$ cat src/rtl/oaht_pkg.sv
// ----------------------------------------------------------------------------
// Hash table package
// Shared widths, operation and status codes, slot marks, controller states
// and the hash weight function for the open-addressing hash table core.
// ----------------------------------------------------------------------------
package oaht_pkg;

	localparam int DEF_BUCKETS   = 1024;
	localparam int DEF_KEY_BYTES = 8;

	localparam int OP_W         = 2;
	localparam int KEY_PORT_W   = 64;
	localparam int SLOT_PORT_W  = 10;
	localparam int STATUS_W     = 3;
	localparam int COUNT_PORT_W = 11;

	typedef enum logic [OP_W-1:0] {
		OP_GET   = 2'd0,
		OP_PUT   = 2'd1,
		OP_DEL   = 2'd2,
		OP_CLEAR = 2'd3
	} op_t;

	typedef enum logic [STATUS_W-1:0] {
		ST_FOUND   = 3'd0,
		ST_MISSING = 3'd1,
		ST_NEW     = 3'd2,
		ST_REUSED  = 3'd3,
		ST_FULL    = 3'd4,
		ST_DELETED = 3'd5,
		ST_IGNORED = 3'd6,
		ST_CLEARED = 3'd7
	} status_t;

	// bit 1 marks an empty slot, bit 0 a tombstone
	typedef enum logic [1:0] {
		MARK_LIVE  = 2'd0,
		MARK_TOMB  = 2'd1,
		MARK_EMPTY = 2'd2
	} mark_t;

	typedef enum logic [2:0] {
		S_SWEEP,
		S_IDLE,
		S_HASH,
		S_PROBE,
		S_DEL_RD,
		S_DEL_EV,
		S_RESULT
	} state_t;

	// 31^p modulo 2^32: weight of the key byte p positions above the last one
	function automatic logic [31:0] pow31(input int unsigned p);
		logic [31:0] r;
		r = 32'd1;
		for (int unsigned i = 0; i < p; i++) begin
			r = r * 32'd31;
		end
		return r;
	endfunction

endpackage

$ cat src/rtl/oaht_hash.sv
// ----------------------------------------------------------------------------
// Hash table home slot
// Registers the home slot of a key: the x31 byte hash, reduced to the low
// slot bits, computed as a weighted sum of the key bytes.
// ----------------------------------------------------------------------------
module oaht_hash #(
	parameter int KEY_BYTES = oaht_pkg::DEF_KEY_BYTES,
	parameter int SLOT_W    = 10
) (
	input  logic                   clk,
	input  logic                   load,
	input  logic [8*KEY_BYTES-1:0] key,
	output logic [SLOT_W-1:0]      home
);
	import oaht_pkg::*;

	logic [31:0]       term [KEY_BYTES];
	logic [31:0]       sum;
	logic [SLOT_W-1:0] home_q;

	for (genvar p = 0; p < KEY_BYTES; p++) begin : g_term
		localparam logic [31:0] WEIGHT = pow31(p);
		assign term[p] = 32'(key[8*p +: 8]) * WEIGHT;
	end

	always_comb begin
		sum = '0;
		for (int p = 0; p < KEY_BYTES; p++) begin
			sum = sum + term[p];
		end
	end

	always_ff @(posedge clk) begin
		if (load) begin
			home_q <= SLOT_W'(sum);
		end
	end

	assign home = home_q;

endmodule

$ cat config.mk
export PLATFORM = sky130hd
export DESIGN_NAME = oaht_hash
export DESIGN_NICKNAME = d
export VERILOG_FILES = /design/src/rtl/oaht_pkg.sv /design/src/rtl/oaht_hash.sv
export SDC_FILE = /design/constraint.sdc
export NUM_CORES = 1
export LEC_CHECK = 0
export ABC_AREA = 1
export BUFFER_PORTS_ARGS = -buffer_cell sky130_fd_sc_hd__buf_2
export CELL_PAD_IN_SITES_DETAIL_PLACEMENT = 0
export CELL_PAD_IN_SITES_GLOBAL_PLACEMENT = 2
export CORE_MARGIN = 8
export CORE_UTILIZATION = 39
export DETAILED_ROUTE_END_ITERATION = 16
export PLACE_DENSITY_LB_ADDON = 0.1
export RECOVER_POWER = 50
export SLEW_MARGIN = 20
export SYNTH_ARGS = -nofsm -noshare
export SYNTH_HDL_FRONTEND = slang
export SYNTH_SLANG_ARGS = --single-unit
$ cat constraint.sdc
create_clock -name clk -period 8.3 [get_ports clk]
set_input_delay 0.415 -clock clk [delete_from_list [all_inputs] [get_ports clk]]
set_output_delay 0.415 -clock clk [all_outputs]
set_load 0.03 [all_outputs]
# --- Word-level counts from Yosys, hierarchy flattened ---
# Cells that the tools add are included.
word_totals:
  regBits: 10
  latch_bits: 0
  ramBits: 0
  rom_bits: 0
  input_bits: 66
  output_inout_bits: 10
  n_memories: 0
classes:
  n_addsub: 7
  mul: 7
  n_div: 0
  n_lt_le_gt_ge: 0
  eq_ne: 0
  shifts: 0
  n_mux: 0
  n_bitwise: 0
  n_reduce_logical: 0
op_table:
  columns: ["cell", "n"]
  rows:
  - ["adder 10 bit", 6]
  - ["multiplier 8 x 31 -> 10 bit (second input constant)", 1]
  - ["multiplier 8 x 30 -> 10 bit (second input constant)", 1]
  - ["multiplier 8 x 25 -> 10 bit (second input constant)", 1]
  - ["multiplier 8 x 20 -> 10 bit (second input constant)", 1]
  - ["multiplier 8 x 15 -> 10 bit (second input constant)", 1]
  - ["adder 8 x 10 -> 10 bit", 1]
  - ["multiplier 8 x 10 -> 10 bit (second input constant)", 1]
  - ["multiplier 8 x 5 -> 10 bit (second input constant)", 1]

# --- Logic depth before layout (Yosys ltp) ---
logic_depth:
  ltp_word: 8
  ltp_mapped: 28
  ltp_nobuf: 28

# --- Least setup slack after synthesis ---
# Ideal clock, no wire load.
synth_timing:
  path_kind: "input to register"
  from: "in key[11]"
  to: "reg home_q[9], in the netlist home[9], data pin"
  setup_ps: 252
  arrival_ps: 6210
  required_time_ps: 8048
  setup_slack_ps: 1838
  path_stages: 26
  path_buffers: 0
  cell_sequence: "inv_1 fa_1 fa_1 inv_1 fa_1 inv_1 fa_1 inv_1 fa_1 fa_1 fa_1 inv_1 fa_1 fa_1 inv_1 ha_1 nand2_1 o21ai_1 a21oi_1 o21bai_1 xor2_1 inv_1 nand2_1 nand2_1 nand2_1 nand2_1"
synth_between:
  elab_chain_cells: 8
synth_rtl:
  columns: ["item", "line", "source"]
  rows:
  - ["start: declaration", "oaht_hash.sv:12", "input logic [8*KEY_BYTES-1:0] key,"]
  - ["multiplier 8 x 5 -> 10 bit", "oaht_hash.sv:23", "assign term[p] = 32'(key[8*p +: 8]) * WEIGHT;"]
  - ["adder 8 x 10 -> 10 bit", "oaht_hash.sv:29", "sum = sum + term[p];"]
  - ["adder 10 bit (6 in a row)", "oaht_hash.sv:29", null]
  - ["via sum[9]", "oaht_hash.sv:18", "logic [31:0] sum;"]
  - ["end signal: assignment", "oaht_hash.sv:35", "home_q <= SLOT_W'(sum);"]
  - ["end: declaration", "oaht_hash.sv:19", "logic [SLOT_W-1:0] home_q;"]
# The timed path passes the listed nets, and every way through them passes these cells.
# A chain may end at the register's enable or synchronous reset.

# --- Worst setup path after layout ---
# Same ends and word-level chain as after synthesis.

==> flow_summary.json <==
{
  "slowest_delay_ns": 0.54,
  "cts_max_path_buffers": 2,
  "worst_setup_path_end_kind": "flip-flop",
  "min-delay-path-class": "input pin to flip-flop",
  "hold_viol_final": 0,
  "rsz0062_at_grt": "false",
  "finalCritPeriodShare": 0.798,
  "drt_iter0_drc": 54,
  "dieArea_sq_mm": 0.0195,
  "area_delta_synth_final_pct": 11.4,
  "overflow": 0,
  "antenna_found_initial": 0,
  "post-place-ws_ns": 1.42,
  "required_ns": 8.29,
  "rows": 45,
  "synthFlopType": "edfxtp_1",
  "status": "completed",
  "min_path_cells": 1,
  "yosys_warnings": 0,
  "hold_buffers": 0,
  "synth_top_area_cell": "fa_1",
  "cts_resized": 0,
  "synth_area_sq_mm": 0.00595,
  "ys_seq_area_frac": 0.0505,
  "synth.net_count": 928,
  "vias_per_cell": 4.36,
  "nets": 1008,
  "fillerInstances": 1529,
  "wirelength_mm": 12.9,
  "fmaxAchievable_ghz": 0.151,
  "cp_common_cell": "fa_1",
  "setup_slack_ns": 1.68,
  "h-tree-depth": 1,
  "max_cap_violations": 0,
  "path_clk_slew_ns": 0.04,
  "instances_no_fill": 884,
  "slowest_stage": "fa_1",
  "clock_sinks": 10,
  "fp.dieW_um": 139,
  "drive_gt1_frac": 0.125,
  "start_util": 0.396,
  "hpwl_mm": 12.8,
  "crit_family": "adder cells",
  "min_from": "load",
  "grt_pass1_wl_mm": 22.1,
  "synthTopCellsByCount": "213 x inv_1, 126 x fa_1, 119 x ha_1, 66 x nand2_1, 21 x xor2_1",
  "slew_headroom": 0.644,
  "drc_errors": 0,
  "synth-edff-count": 10,
  "post_cts_buffers": 0,
  "arrival_ns": 6.61,
  "vias": 3858,
  "fin_setup_tns_ns": 0,
  "largest_reg_flops": 10,
  "cp_max_fo": 4,
  "portBuffers": 75,
  "tritoncts.num_buffers": 3,
  "cp_num_buf_inv": 8,
  "setup_viol": 0,
  "period_minus_slack_ns": 6.62,
  "cts_tree": "built",
  "netlist_top_cells_area": "fa_1 42%, ha_1 25%, inv_1 13%",
  "routabilityCongestion": 0.791,
  "dr.pass1.iters": 4,
  "postRouteAntennaNets": 0,
  "worst_slew_pin_slew_ns": 0.534,
  "dp_cells": 880,
  "grt_max_degree": 11,
  "synthDistinctLibCells": 23,
  "criticalPathCategory": "input pin to flip-flop",
  "dieHeight_um": 139,
  "wire_per_inst_um": 14.6,
  "post-synth-top-count-cell": "inv_1",
  "cts_root_buf": "clkbuf_16",
  "hold_slack_ns": 0.667,
  "syn_avg_cell_area_sq_um": 9.64,
  "grt_pass1_vias": 4459,
  "synth-seq-cells": 10,
  "startpoint": "key[11]",
  "synth.top_cell.area_share": 0.424,
  "async_flop_share": 0,
  "syn_inst": 617,
  "grt_usage": 0.141,
  "io_pins": 76,
  "start_kind": "input pin",
  "core_area_sq_mm": 0.0150,
  "whs_endpoint": "home[9]",
  "slew_violations": 0
}
-- cell type report --
| cell class | instances | area [sq um] | area share |
|---|---|---|---|
| diodes | 1 | 2.50 | 0.000378 |
| clock buffers | 3 | 75.1 | 0.0113 |
| inverters | 217 | 815 | 0.123 |
| multi-input cells | 390 | 4830 | 0.729 |
| flip-flops and latches | 10 | 300 | 0.0453 |
| well taps | 188 | 235 | 0.0355 |
| repair buffers | 75 | 368 | 0.0555 |
-- cell families (layout without fill, tap and decap cells) --
logic type	Yosys count	after routing	share of synthesized area
AOI/OAI and AO/OA	7	7	0.00715
xor gates and xnor gates	38	38	0.0560
and+or+nand+nor	100	100	0.0747
DFF	10	10	0.0505
buffers and inverters	217	295	0.137
adders and majority gates	245	245	0.675
other	0	1	0
-- placed cells by master, fill, tap and decap left out, types with 2 or more instances in the layout --
cell type,netlist,routed
nand3b_1,3,3
xnor2_1,17,17
xor2_1,21,21
clkbuf_1,0,6
nand3_2,2,2
buf_2,0,69
nand2_2,8,8
ha_1,119,119
nor2_1,6,6
edfxtp_1,10,10
nand3_1,10,10
clkbuf_16,0,3
nand2_1,66,66
fa_1,126,126
nand4_1,2,2
a21oi_1,2,2
inv_2,4,4
inv_1,213,213
-- through the flow --
step | utilization | cell area (sq um)
2_1_floorplan | - | 5950
3_3_place_gp | 0.436 | 6560
3_5_place_dp | 0.436 | 6560
4_1_cts | 0.441 | 6630
5_1_grt | 0.441 | 6620
6_report | 0.441 | 6630
-- metal layers --
layer / track usage / part of all wire / vias up
li1: - / - / 1948
met1: 0.182 / 0.44 / 1853
met2: 0.257 / 0.52 / 53
met3: 0.0205 / 0.036 / 4
met4: 0.00693 / 0.0028 / 0
met5: 0 / 0 / -
-- worst max-delay path by stage --
| stage | end | slack (ns) | cells after the start |
|---|---|---|---|
| 5_1_grt | home[9] | 1.32 | 27 |
| 6_report | home[9] | 1.68 | 27 |
| 2_1_floorplan | home[9] | 1.84 | 26 |
| 3_5_place_dp | home[9] | 1.42 | 27 |
| 4_1_cts | home[9] | 1.65 | 27 |
| 3_3_place_gp | home[9] | 1.53 | 27 |
Power is left out: the tool's default activity adds up to more than one toggle a clock period on the data nets, which glitch-free logic cannot reach.
